==> config.mk <==
export PLATFORM = sky130hd
export DESIGN_NAME = biquad_iir_filter_flat
export DESIGN_NICKNAME = d
export VERILOG_FILES = /design/src/rtl/bqf_pkg.sv /design/src/rtl/bqf_if.sv /design/src/rtl/biquad_iir_filter.sv /design/src/rtl/bqf_mac.sv /design/src/rtl/bqf_seq.sv /design/src/flat_wrapper.sv
export SDC_FILE = /design/constraint.sdc
export NUM_CORES = 2
export LEC_CHECK = 0
export CAP_MARGIN = 20
export CORE_ASPECT_RATIO = 1.4
export CORE_UTILIZATION = 65
export CTS_CLUSTER_SIZE = 28
export DETAILED_ROUTE_END_ITERATION = 12
export DONT_BUFFER_PORTS = 1
export GPL_TIMING_DRIVEN = 0
export PLACE_DENSITY_LB_ADDON = 0.1
export SLEW_MARGIN = 20
export SYNTH_ARGS = -nofsm -noshare
export SYNTH_HDL_FRONTEND = slang
export SYNTH_SLANG_ARGS = --single-unit
==> constraint.sdc <==
create_clock -name i_clk -period 6.2 [get_ports i_clk]
set_input_delay 0.62 -clock i_clk [delete_from_list [all_inputs] [get_ports i_clk]]
set_output_delay 0.62 -clock i_clk [all_outputs]
set_load 0.1 [all_outputs]
==> src/rtl/bqf_pkg.sv <==
package bqf_pkg;

    localparam int SAMPLE_BITS = 24;
    localparam int COEF_BITS   = 24;
    localparam int STATE_BITS  = 32;

    localparam int FRAC_SHIFT  = COEF_BITS - 2;
    // Horner accumulator: coefficient times the widest serial operand
    localparam int MAC_W       = COEF_BITS + STATE_BITS;
    // Three-term sums before rounding
    localparam int SUM_W       = MAC_W + 2;
    localparam int SHR_W       = SUM_W - FRAC_SHIFT;
    localparam int CNT_W       =
        $clog2((SAMPLE_BITS > STATE_BITS) ? SAMPLE_BITS : STATE_BITS);

    localparam int NUM_COEF    = 5;
    localparam int CFG_IDX_W   = $clog2(NUM_COEF);

    localparam logic [CFG_IDX_W-1:0] CFG_B0 = CFG_IDX_W'(0);
    localparam logic [CFG_IDX_W-1:0] CFG_B1 = CFG_IDX_W'(1);
    localparam logic [CFG_IDX_W-1:0] CFG_B2 = CFG_IDX_W'(2);
    localparam logic [CFG_IDX_W-1:0] CFG_A1 = CFG_IDX_W'(3);
    localparam logic [CFG_IDX_W-1:0] CFG_A2 = CFG_IDX_W'(4);

    localparam logic signed [COEF_BITS-1:0] COEF_ONE   = COEF_BITS'(1) << (COEF_BITS - 2);
    localparam logic signed [SUM_W-1:0]     ROUND_HALF = SUM_W'(1) << (FRAC_SHIFT - 1);

    typedef logic signed [SAMPLE_BITS-1:0] t_sample;
    typedef logic signed [COEF_BITS-1:0]   t_coef;
    typedef logic signed [STATE_BITS-1:0]  t_state_word;
    typedef logic signed [MAC_W-1:0]       t_mac;
    typedef logic signed [SUM_W-1:0]       t_sum;

    typedef struct packed {
        t_coef b0;
        t_coef b1;
        t_coef b2;
        t_coef a1;
        t_coef a2;
    } t_coefs;

    typedef struct packed {
        logic clear;
        logic step;
        logic msb;
    } t_mac_ctl;

    typedef struct packed {
        t_sample sample;
        logic    clip;
    } t_result;

    typedef struct packed {
        t_state_word val;
        logic        clip;
    } t_rs;

    typedef struct packed {
        t_sample val;
        logic    clip;
    } t_sat_smp;

    typedef enum logic [2:0] {
        ST_IDLE,
        ST_MULX,
        ST_FORMY,
        ST_MULY,
        ST_UPDATE,
        ST_DONE
    } t_seq_state;

    // Round half up to the state scale, then clamp to STATE_BITS.
    function automatic t_rs round_sat(input t_sum a);
        t_sum             t;
        logic [SHR_W-1:0] s;
        t_rs              r;
        t = a + ROUND_HALF;
        s = t[SUM_W-1:FRAC_SHIFT];
        if ((&s[SHR_W-1:STATE_BITS-1]) || !(|s[SHR_W-1:STATE_BITS-1])) begin
            r.val  = s[STATE_BITS-1:0];
            r.clip = 1'b0;
        end else begin
            r.val  = s[SHR_W-1] ? {1'b1, {(STATE_BITS-1){1'b0}}}
                                : {1'b0, {(STATE_BITS-1){1'b1}}};
            r.clip = 1'b1;
        end
        return r;
    endfunction

    function automatic t_sat_smp sat_sample(input t_state_word y);
        t_sat_smp r;
        if ((&y[STATE_BITS-1:SAMPLE_BITS-1]) || !(|y[STATE_BITS-1:SAMPLE_BITS-1])) begin
            r.val  = y[SAMPLE_BITS-1:0];
            r.clip = 1'b0;
        end else begin
            r.val  = y[STATE_BITS-1] ? {1'b1, {(SAMPLE_BITS-1){1'b0}}}
                                     : {1'b0, {(SAMPLE_BITS-1){1'b1}}};
            r.clip = 1'b1;
        end
        return r;
    endfunction

    function automatic t_sum ext_mac(input t_mac v);
        return {{(SUM_W-MAC_W){v[MAC_W-1]}}, v};
    endfunction

    // State word moved to product scale
    function automatic t_sum ext_state(input t_state_word v);
        return {{(SUM_W-STATE_BITS-FRAC_SHIFT){v[STATE_BITS-1]}}, v, {FRAC_SHIFT{1'b0}}};
    endfunction

endpackage

==> src/rtl/bqf_if.sv <==
interface bqf_in_if import bqf_pkg::*; ();
    logic    valid;
    logic    ready;
    t_sample sample_in;
    logic    restart;

    modport source (output valid, output sample_in, output restart, input ready);
    modport sink   (input valid, input sample_in, input restart, output ready);
endinterface

interface bqf_out_if import bqf_pkg::*; ();
    logic    valid;
    logic    ready;
    t_sample sample_out;
    logic    clipped;

    modport source (output valid, output sample_out, output clipped, input ready);
    modport sink   (input valid, input sample_out, input clipped, output ready);
endinterface

==> src/rtl/biquad_iir_filter.sv <==
// Biquad IIR, transposed direct form II, bit-serial multipliers.
// Per sample: the 24 x bits pass through the b multipliers, y is formed, the
// 32 y bits pass through the a multipliers, the state is updated, and the
// result goes to the output register. No new sample is taken before that.
// Reset (sync, active low): both filter states zero, b0 = 1.0, other coefs 0.
module biquad_iir_filter import bqf_pkg::*; (
    input  logic                 i_clk,
    input  logic                 i_rst_n,
    input  logic                 i_cfg_we,
    input  logic [CFG_IDX_W-1:0] i_cfg_idx,
    input  logic [COEF_BITS-1:0] i_cfg_data,
    bqf_in_if.sink               i_smp,
    bqf_out_if.source            o_smp
);

    t_coefs  r_coefs;
    logic    seq_idle;
    logic    res_valid;
    t_result res;
    logic    res_take;

    logic    r_out_valid;
    t_result r_out;

    always_ff @(posedge i_clk) begin
        if (!i_rst_n) begin
            r_coefs.b0 <= COEF_ONE;
            r_coefs.b1 <= '0;
            r_coefs.b2 <= '0;
            r_coefs.a1 <= '0;
            r_coefs.a2 <= '0;
        end else if (i_cfg_we) begin
            case (i_cfg_idx)
                CFG_B0:  r_coefs.b0 <= i_cfg_data;
                CFG_B1:  r_coefs.b1 <= i_cfg_data;
                CFG_B2:  r_coefs.b2 <= i_cfg_data;
                CFG_A1:  r_coefs.a1 <= i_cfg_data;
                CFG_A2:  r_coefs.a2 <= i_cfg_data;
                default: begin
                end
            endcase
        end
    end

    assign i_smp.ready = seq_idle;

    bqf_seq u_seq (
        .i_clk      (i_clk),
        .i_rst_n    (i_rst_n),
        .i_start    (i_smp.valid),
        .i_sample   (i_smp.sample_in),
        .i_restart  (i_smp.restart),
        .i_coefs    (r_coefs),
        .o_idle     (seq_idle),
        .o_res_valid(res_valid),
        .o_res      (res),
        .i_res_take (res_take)
    );

    // output register: result moves in when empty or being drained
    assign res_take = res_valid && (!r_out_valid || o_smp.ready);

    always_ff @(posedge i_clk) begin
        if (!i_rst_n) begin
            r_out_valid <= 1'b0;
        end else if (res_take) begin
            r_out_valid <= 1'b1;
        end else if (o_smp.ready) begin
            r_out_valid <= 1'b0;
        end
    end

    always_ff @(posedge i_clk) begin
        if (res_take) begin
            r_out <= res;
        end
    end

    assign o_smp.valid      = r_out_valid;
    assign o_smp.sample_out = r_out.sample;
    assign o_smp.clipped    = r_out.clip;

endmodule

==> src/rtl/bqf_mac.sv <==
// Bit-serial multiply, multiplier MSB first (Horner): acc = 2*acc +/- coef*bit.
// The first bit carries negative weight.
module bqf_mac import bqf_pkg::*; (
    input  logic     i_clk,
    input  t_mac_ctl i_ctl,
    input  logic     i_bit,
    input  t_coef    i_coef,
    output t_mac     o_acc
);

    t_mac r_acc;
    t_mac n_acc;
    t_mac coef_ext;
    t_mac term;

    always_comb begin
        coef_ext = {{(MAC_W-COEF_BITS){i_coef[COEF_BITS-1]}}, i_coef};
        if (!i_bit) begin
            term = '0;
        end else if (i_ctl.msb) begin
            term = -coef_ext;
        end else begin
            term = coef_ext;
        end
        if (i_ctl.clear) begin
            n_acc = '0;
        end else if (i_ctl.step) begin
            n_acc = {r_acc[MAC_W-2:0], 1'b0} + term;
        end else begin
            n_acc = r_acc;
        end
    end

    always_ff @(posedge i_clk) begin
        r_acc <= n_acc;
    end

    assign o_acc = r_acc;

endmodule

==> src/rtl/bqf_seq.sv <==
module bqf_seq import bqf_pkg::*; (
    input  logic    i_clk,
    input  logic    i_rst_n,
    input  logic    i_start,
    input  t_sample i_sample,
    input  logic    i_restart,
    input  t_coefs  i_coefs,
    output logic    o_idle,
    output logic    o_res_valid,
    output t_result o_res,
    input  logic    i_res_take
);

    t_seq_state r_state;
    t_seq_state n_state;

    logic [CNT_W-1:0]       r_cnt;
    logic [SAMPLE_BITS-1:0] r_xsh;
    logic [STATE_BITS-1:0]  r_ysh;
    t_state_word            r_ft;
    t_state_word            r_st;
    t_sample                r_yo;
    logic                   r_clip;

    t_mac_ctl ctl_x;
    t_mac_ctl ctl_y;
    logic     last_x;
    logic     last_y;

    t_mac acc_b0;
    t_mac acc_b1;
    t_mac acc_b2;
    t_mac acc_a1;
    t_mac acc_a2;

    t_rs      y_rs;
    t_sat_smp y_smp;
    t_rs      n0_rs;
    t_rs      n1_rs;

    assign last_x = (r_cnt == CNT_W'(SAMPLE_BITS - 1));
    assign last_y = (r_cnt == CNT_W'(STATE_BITS - 1));

    always_ff @(posedge i_clk) begin
        if (!i_rst_n) begin
            r_state <= ST_IDLE;
        end else begin
            r_state <= n_state;
        end
    end

    always_comb begin
        n_state     = r_state;
        ctl_x       = '0;
        ctl_y       = '0;
        o_idle      = 1'b0;
        o_res_valid = 1'b0;
        case (r_state)
            ST_IDLE: begin
                o_idle      = 1'b1;
                ctl_x.clear = 1'b1;
                ctl_y.clear = 1'b1;
                if (i_start) begin
                    n_state = ST_MULX;
                end
            end
            ST_MULX: begin
                ctl_x.step = 1'b1;
                ctl_x.msb  = (r_cnt == '0);
                if (last_x) begin
                    n_state = ST_FORMY;
                end
            end
            ST_FORMY: begin
                n_state = ST_MULY;
            end
            ST_MULY: begin
                ctl_y.step = 1'b1;
                ctl_y.msb  = (r_cnt == '0);
                if (last_y) begin
                    n_state = ST_UPDATE;
                end
            end
            ST_UPDATE: begin
                n_state = ST_DONE;
            end
            ST_DONE: begin
                o_res_valid = 1'b1;
                if (i_res_take) begin
                    n_state = ST_IDLE;
                end
            end
            default: begin
                n_state = ST_IDLE;
            end
        endcase
    end

    bqf_mac u_mac_b0 (.i_clk(i_clk), .i_ctl(ctl_x), .i_bit(r_xsh[SAMPLE_BITS-1]),
                      .i_coef(i_coefs.b0), .o_acc(acc_b0));
    bqf_mac u_mac_b1 (.i_clk(i_clk), .i_ctl(ctl_x), .i_bit(r_xsh[SAMPLE_BITS-1]),
                      .i_coef(i_coefs.b1), .o_acc(acc_b1));
    bqf_mac u_mac_b2 (.i_clk(i_clk), .i_ctl(ctl_x), .i_bit(r_xsh[SAMPLE_BITS-1]),
                      .i_coef(i_coefs.b2), .o_acc(acc_b2));
    bqf_mac u_mac_a1 (.i_clk(i_clk), .i_ctl(ctl_y), .i_bit(r_ysh[STATE_BITS-1]),
                      .i_coef(i_coefs.a1), .o_acc(acc_a1));
    bqf_mac u_mac_a2 (.i_clk(i_clk), .i_ctl(ctl_y), .i_bit(r_ysh[STATE_BITS-1]),
                      .i_coef(i_coefs.a2), .o_acc(acc_a2));

    always_comb begin
        y_rs  = round_sat(ext_state(r_ft) + ext_mac(acc_b0));
        y_smp = sat_sample(y_rs.val);
        // a1*y and a2*y are subtracted
        n0_rs = round_sat(ext_state(r_st) + ext_mac(acc_b1) - ext_mac(acc_a1));
        n1_rs = round_sat(ext_mac(acc_b2) - ext_mac(acc_a2));
    end

    // filter state
    always_ff @(posedge i_clk) begin
        if (!i_rst_n) begin
            r_ft <= '0;
            r_st <= '0;
        end else if (r_state == ST_IDLE && i_start && i_restart) begin
            r_ft <= '0;
            r_st <= '0;
        end else if (r_state == ST_UPDATE) begin
            r_ft <= n0_rs.val;
            r_st <= n1_rs.val;
        end
    end

    always_ff @(posedge i_clk) begin
        case (r_state)
            ST_IDLE: begin
                r_xsh <= i_sample;
                r_cnt <= '0;
            end
            ST_MULX: begin
                r_xsh <= {r_xsh[SAMPLE_BITS-2:0], 1'b0};
                r_cnt <= last_x ? '0 : r_cnt + 1'b1;
            end
            ST_FORMY: begin
                r_ysh  <= y_rs.val;
                r_yo   <= y_smp.val;
                r_clip <= y_rs.clip | y_smp.clip;
            end
            ST_MULY: begin
                r_ysh <= {r_ysh[STATE_BITS-2:0], 1'b0};
                r_cnt <= last_y ? '0 : r_cnt + 1'b1;
            end
            ST_UPDATE: begin
                r_clip <= r_clip | n0_rs.clip | n1_rs.clip;
            end
            default: begin
            end
        endcase
    end

    assign o_res.sample = r_yo;
    assign o_res.clip   = r_clip;

endmodule

==> src/flat_wrapper.sv <==
// flat-port wrapper written by rule: the top's interface ports become plain ports
module biquad_iir_filter_flat import bqf_pkg::*;
  (i_clk, i_rst_n, i_cfg_we, i_cfg_idx, i_cfg_data, i_smp_valid, i_smp_sample_in, i_smp_restart, i_smp_ready, o_smp_valid, o_smp_sample_out, o_smp_clipped, o_smp_ready);
  bqf_in_if i_smp_i ();
  bqf_out_if o_smp_i ();
  input  logic i_clk;
  input  logic i_rst_n;
  input  logic i_cfg_we;
  input  logic [CFG_IDX_W-1:0] i_cfg_idx;
  input  logic [COEF_BITS-1:0] i_cfg_data;
  input wire logic [$bits(i_smp_i.valid)-1:0] i_smp_valid;
  input wire logic [$bits(i_smp_i.sample_in)-1:0] i_smp_sample_in;
  input wire logic [$bits(i_smp_i.restart)-1:0] i_smp_restart;
  output wire logic [$bits(i_smp_i.ready)-1:0] i_smp_ready;
  output wire logic [$bits(o_smp_i.valid)-1:0] o_smp_valid;
  output wire logic [$bits(o_smp_i.sample_out)-1:0] o_smp_sample_out;
  output wire logic [$bits(o_smp_i.clipped)-1:0] o_smp_clipped;
  input wire logic [$bits(o_smp_i.ready)-1:0] o_smp_ready;
  assign i_smp_i.valid = i_smp_valid;
  assign i_smp_i.sample_in = i_smp_sample_in;
  assign i_smp_i.restart = i_smp_restart;
  assign i_smp_ready = i_smp_i.ready;
  assign o_smp_valid = o_smp_i.valid;
  assign o_smp_sample_out = o_smp_i.sample_out;
  assign o_smp_clipped = o_smp_i.clipped;
  assign o_smp_i.ready = o_smp_ready;
  biquad_iir_filter u_core (.i_clk(i_clk), .i_rst_n(i_rst_n), .i_cfg_we(i_cfg_we), .i_cfg_idx(i_cfg_idx), .i_cfg_data(i_cfg_data), .i_smp(i_smp_i), .o_smp(o_smp_i));
endmodule
# [Yosys cells after proc, flatten, opt, wreduce, memory -nomap -nowiden]
# Index checks and enable logic that the tools add are counted.
[totals] memories=0 ramBits=0 wordCells=129 output_inout_bits=27 ff_bits=579 mem_bits_ro=0 in_bits=57 latchBits=0
[op_classes] n_mux=35 n_shift=0 n_bitwise=4 div=0 n_lt_le_gt_ge=0 n_mul=0 n_reduce_logical=36 eq_ne=15 addsub=18
[op_table] operator="56-bit two-way mux" n=10
[op_table] operator="56-bit adder" n=5
[op_table] operator="24-bit negation with 56-bit output" n=5
[op_table] operator="57-bit by 23-bit adder with 58-bit output (second input constant)" n=2
[op_table] operator="54-bit by 56-bit adder with 57-bit output" n=2
[op_table] operator="33-bit two-way mux" n=3
[op_table] operator="32-bit two-way mux" n=3
[op_table] operator="32-bit case mux with 2 select lines" n=1
[op_table] operator="58-bit by 23-bit adder with 58-bit output (second input constant)" n=1
[op_table] operator="57-bit by 56-bit subtractor with 58-bit output" n=1
[op_table] operator="56-bit by 56-bit subtractor with 57-bit output" n=1
[op_table] operator="24-bit case mux with 2 select lines" n=1
[op_table] operator="25-bit two-way mux" n=1
[op_table] operator="24-bit two-way mux" n=1
[op_table] operator="3-bit case mux with 6 select lines" n=1
[op_table] operator="5-bit case mux with 3 select lines" n=1
[op_table] operator="5-bit AND reduction" n=3
[op_table] operator="5-bit OR reduction" n=3
[op_table] operator="3-bit by 2-bit equality test with 1-bit output (second input constant)" n=4
[op_table] operator="3-bit two-way mux" n=4
[op_table] operator="5-bit equality test (second input constant)" n=2
[op_table] operator="5-bit two-way mux" n=2
[op_table] operator="2-bit AND reduction" n=5
[op_table] operator="3-bit equality test (second input constant)" n=3
[op_table] operator="other kinds (20)" n=43

# [Longest topological paths before layout]
[logic_depth] word_depth=12 depth_mapped=25 depth_no_buf=24

# [By module]
# A second synthesis with hierarchy kept.
[unflattened] hier_cells=6307 hier_area_um2=51156.6
[modules_own_cells] module="bqf_mac (u_core.u_seq.u_mac_a1 ...)" area_per_inst_um2=5848.1 instances=4 seq_area_each_um2=1121.1 cells_each=755
[modules_own_cells] module="bqf_seq" area_per_inst_um2=16348.2 instances=1 seq_area_each_um2=3923.8 cells_each=2010
[modules_own_cells] module="bqf_mac (u_core.u_seq.u_mac_a2)" area_per_inst_um2=6165.9 instances=1 seq_area_each_um2=1121.1 cells_each=827
[modules_own_cells] module="biquad_iir_filter" area_per_inst_um2=5250.0 instances=1 seq_area_each_um2=3173.0 cells_each=450

# [Least setup slack after synthesis]
# No wires, ideal clock.
[synth_path] kind="reg-to-reg" from="reg u_core.u_seq.r_cnt[0]" to="reg u_core.u_seq.u_mac_b1.r_acc[55], in the netlist u_core.u_seq.u_mac_b1.o_acc[55]" path_buffers=2 setup_ns=0.062 period_less_slack_ns=5.599 required_ns=6.138 stages_incl_launch_ff=23 t_arrival_ns=5.536 slack_ns=0.601 cell_sequence="edfxtp_1 > inv_1 > ha_1 > or4b_2 > nor2_1 > clkbuf_1 > clkbuf_1 > nand2_1 > xnor2_1 > and2_1 > ha_1 > and3_1 > a31o_2 > a21oi_1 > o21ai_0 > a221oi_1 > a2111o_1 > a31oi_1 > a31o_2 > a221o_1 > o31a_1 > or4_1 > nand3_1"
[synth_via] elab_chain_len=5
[synth_lines] element="from (decl)" line_no="bqf_seq.sv:17" text="logic [CNT_W-1:0] r_cnt;"
[synth_lines] element="from (signal assigned)" line_no="bqf_seq.sv:140" text="r_cnt <= last_x ? '0 : r_cnt + 1'b1;"
[synth_lines] element="from (signal assigned)" line_no="bqf_seq.sv:149" text="r_cnt <= last_y ? '0 : r_cnt + 1'b1;"
[synth_lines] element="5-bit logical NOT" line_no="bqf_seq.sv:69" text="ctl_x.msb = (r_cnt == '0);"
[synth_lines] element="2-bit two-way mux" line_no="bqf_seq.sv:58" text="case (r_state)"
[synth_lines] element="56-bit two-way mux" line_no="bqf_mac.sv:20" text="end else if (i_ctl.msb) begin"
[synth_lines] element="56-bit two-way mux" line_no="bqf_mac.sv:18" text="if (!i_bit) begin"
[synth_lines] element="56-bit adder" line_no="bqf_mac.sv:28" text="n_acc = {r_acc[MAC_W-2:0], 1'b0} + term;"
[synth_lines] element="to (signal assigned)" line_no="bqf_mac.sv:35" text="r_acc <= n_acc;"
[synth_lines] element="to (decl)" line_no="bqf_mac.sv:11" text="t_mac r_acc;"
# Every way passes these cells.
# A chain may end at the register's enable or synchronous reset.

# [Worst setup path in the final report]
[layout_path] from="reg u_core.u_seq.r_xsh[23]" to="reg u_core.u_seq.u_mac_b1.r_acc[50], in the netlist u_core.u_seq.u_mac_b1.o_acc[50]"
[layout_via] elab_chain_len=2
[layout_lines] element="from (decl)" line_no="bqf_seq.sv:18" text="logic [SAMPLE_BITS-1:0] r_xsh;"
[layout_lines] element="from (signal assigned)" line_no="bqf_seq.sv:135" text="r_xsh <= i_sample;"
[layout_lines] element="from (signal assigned)" line_no="bqf_seq.sv:139" text="r_xsh <= {r_xsh[SAMPLE_BITS-2:0], 1'b0};"
[layout_lines] element="56-bit two-way mux" line_no="bqf_mac.sv:18"
[layout_lines] element="56-bit adder" line_no="bqf_mac.sv:28"
# Every way passes these cells.

==> out/qor.csv <==
metric;value;unit
groute.usage.overall;0.415;
clock_skew;30.3;ps
slew-limit-headroom;0.139;
synthArstFlopShare;0;
cp.arrival;6620;ps
syn_area;47300;sq um
hp-class;in -> reg;
place.gp.congestion;1.05;
vias;45700;
dp_hpwl;123000;um
place_inst;6983;
cts_max_level;2;
grt_max_degree;33;
crit_required;6700;ps
ys_types;83;
syn_nets;6634;
final-max-slew-violation-count;0;
r2r_setup_slack;80;ps
worstSetupPathType;reg -> reg;
cts-buffers-inserted;59;
syn_inst;6034;
drtIter0Drc;4301;
wire_per_inst;22.3;um
fin_cells;7101;
syn_to_final_growth;8.27;%
combinationalPowerShare;0.242;
routed_wl;159000;um
startpoint_type;flop;
layout-drive-gt1-share;0.0435;
outcome;finished with violations;
cts_tree;done;
worstMarginPinSlew;1290;ps
synth-edff-count;111;
r2r_end;u_core.u_seq.u_mac_b1.o_acc[50];
finalCritPeriodShare;0.987;
ys.flop_type;dfxtp_1;
die_area;73900;sq um
switchingPower;3.47;mW
setup_violations;0;
antenna_left;0;
period_minus_slack;6120;ps
syn_area_per_cell;7.84;sq um
worst_setup_path_end_kind;flop;
p_seq_frac;0.375;
clock_sinks;579;
final_hold_viol_count;0;
maxCapViolCount;0;
gr-total-overflow;0;
nFillCells;6025;
yosysWarnings;0;
antenna_found_initial;4;
ys_seq_area_frac;0.269;
synth-seq-cells;579;
port_buffers;0;
grt_pass1_vias;43300;
fin_total_pwr;10.7;mW
rows;116;
design_area;51200;sq um
violations;DRC;
cts_root_buf;clkbuf_16;
dieWidth;230;um
final_net_count;6707;
initial_core_util;0.660;
clock_latency;680;ps
p_leak;22.4;nW
crit_end;u_core.u_seq.u_mac_b1.o_acc[50];
drc;1;
place_area;48600;sq um
internal_power;7.23;mW
fmax;163;MHz
cp-startpoint;u_core.u_seq.r_xsh[23];
power.density;209;nW/um^2
crit_fanout;10;
cts.path.max_buffers;3;
holdWs;71.3;ps
p_clk_frac;0.382;
n_antenna_cell;0;
grt_pass1_wl;239000;um
vias_per_cell;6.44;
vdd_ir_drop_max;0.000241;V
path_clk_slew;60;ps
tns;0;ps
dr.pass1.iters;10;
ioPinCount;84;
die_h;321;um
reg2reg_depth;17;
r2r-start;u_core.u_seq.r_xsh[23];
core_area;71700;sq um
sw_frac_of_total;0.324;
[layer usage]
layer / GRT usage / share of wire / up-vias
li1: - / - / 21700
met1: 0.466 / 0.37 / 21500
met2: 0.695 / 0.46 / 1937
met3: 0.0668 / 0.076 / 615
met4: 0.337 / 0.093 / 2
met5: 0 / 0.00011 / -
[state kept, by name (all words and copies together) (netlist names), 24 cells and up]
signal / count
u_core.u_seq.r_xsh: 24
u_core.o_smp.sample_out: 24
u_core.u_seq.r_st: 32
u_core.u_seq.u_mac_b0.o_acc: 56
u_core.u_seq.u_mac_b2.o_acc: 56
u_core.u_seq.u_mac_a2.o_acc: 56
u_core.u_seq.r_yo: 24
u_core.u_seq.r_ysh: 32
u_core.u_seq.u_mac_a1.o_acc: 56
u_core.u_seq.u_mac_b1.o_acc: 56
u_core.u_seq.r_ft: 32
u_core.r_coefs: 120
[cell families (layout without fill, tap and decap cells)]
kind of cell               after synthesis  after routing  share of synthesized area
and+or+nand+nor                       1776           1776                      0.174
xor gates and xnor gates               421            421                     0.0780
buffers and inverters                  619            742                     0.0497
AOI/OAI and AO/OA                     2073           2073                      0.275
muxes                                   23             23                    0.00542
adders and majority gates              543            543                      0.150
DFF                                    579            579                      0.269
[per-stage QoR]
| step | setup slack (ps) | utilization |
|---|---|---|
| CTS | 0.756 | 0.712 |
| detailed placement | -1790 | 0.678 |
| finish | 83.6 | 0.714 |
| global placement | -2920 | 0.676 |
| global route | -32.0 | 0.714 |
| floorplan | 601 | - |
[cell usage in the layout (no fill, tap or decap), types with 40 or more instances in the layout]
master and count:
nand2_1 883, a21oi_1 673, ha_1 503, dfxtp_1 468, o21ai_0 399, inv_1 334
a21o_1 255, clkbuf_1 245, xnor2_1 242, nor2_1 223, xor2_1 179, a21boi_0 167
and2_1 129, edfxtp_1 111, nand3_1 108, a211oi_1 79, nor3_1 73, a31oi_1 63
o21bai_1 62, nand2b_1 61, clkbuf_16 61, and3_1 56, nor2b_1 45, nand4_1 44
o21a_1 42, o22ai_1 42, o31ai_1 41, fa_1 40
[synth_stat cells, types with 176 or more instances]
master,n,area (sq um)
o21ai_0,403,2020
ha_1,503,6290
a21o_1,255,1910
xnor2_1,242,2120
clkbuf_1,269,1010
a21boi_0,176,1320
inv_1,335,1260
nand2_1,886,3330
nor2_1,230,863
dfxtp_1,468,9370
xor2_1,179,1570
a21oi_1,675,3380
[power groups by stage]
| stage | clock (mW) | combinational [mW] | sequential, mW |
|---|---|---|---|
| 2_1_floorplan | 0 | 1.82 | 4.05 |
| 3_3_place_gp | 0 | 2.43 | 4.09 |
| 3_5_place_dp | 0 | 2.48 | 4.09 |
| 4_1_cts | 4.08 | 2.52 | 4.01 |
| 5_1_grt | 4.21 | 2.80 | 4.02 |
| 6_report | 4.09 | 2.59 | 4.02 |
[area by class of cell]
type | count | area [sq um] | area share
Inverter | 336 | 1260 | 0.0246
Buffer | 279 | 1130 | 0.0220
Multi-Input combinational cell | 4836 | 32600 | 0.636
Clock inverter | 37 | 532 | 0.0104
Clock buffer | 74 | 1650 | 0.0321
Timing Repair Buffer | 16 | 180 | 0.00352
Tap cell | 944 | 1180 | 0.0231
Sequential cell | 579 | 12700 | 0.248
[timing repair]
action,in CTS,in global routing
pin swaps,6,2
setup buffers,8,2
hold buffers,1,0
endpoints found under the setup margin,167,40
endpoints found under the hold margin,1,0
gates resized for setup,58,47
[critical path, stage by stage, from the launching register on]
cell and delay [ps]:
edfxtp_1 870, clkbuf_2 610, buf_1 810, a21boi_1 360
ha_1 290, a21o_1 190, a211oi_1 340, o211ai_1 180
a311oi_2 290, buf_4 170, a2bb2oi_4 230, o221ai_2 230
a311o_1 350, a21oi_1 310, o21bai_1 160, a31oi_1 240
xor2_1 170, o22ai_1 90
[worst min path at each step]
stage	start	end	slack, ps	cells past startpoint
finish	i_cfg_data[22]	u_core.r_coefs[118]	70	2
global route	i_cfg_data[20]	u_core.r_coefs[92]	80	2
CTS	i_cfg_data[22]	u_core.r_coefs[118]	50	2
detailed placement	u_core.u_seq.r_yo[9]	u_core.o_smp.sample_out[9]	410	0
global placement	u_core.u_seq.r_yo[13]	u_core.o_smp.sample_out[13]	400	0
floorplan	u_core.u_seq.r_yo[0]	u_core.o_smp.sample_out[0]	400	0
Note: power is estimated with default switching activity, not from simulation.
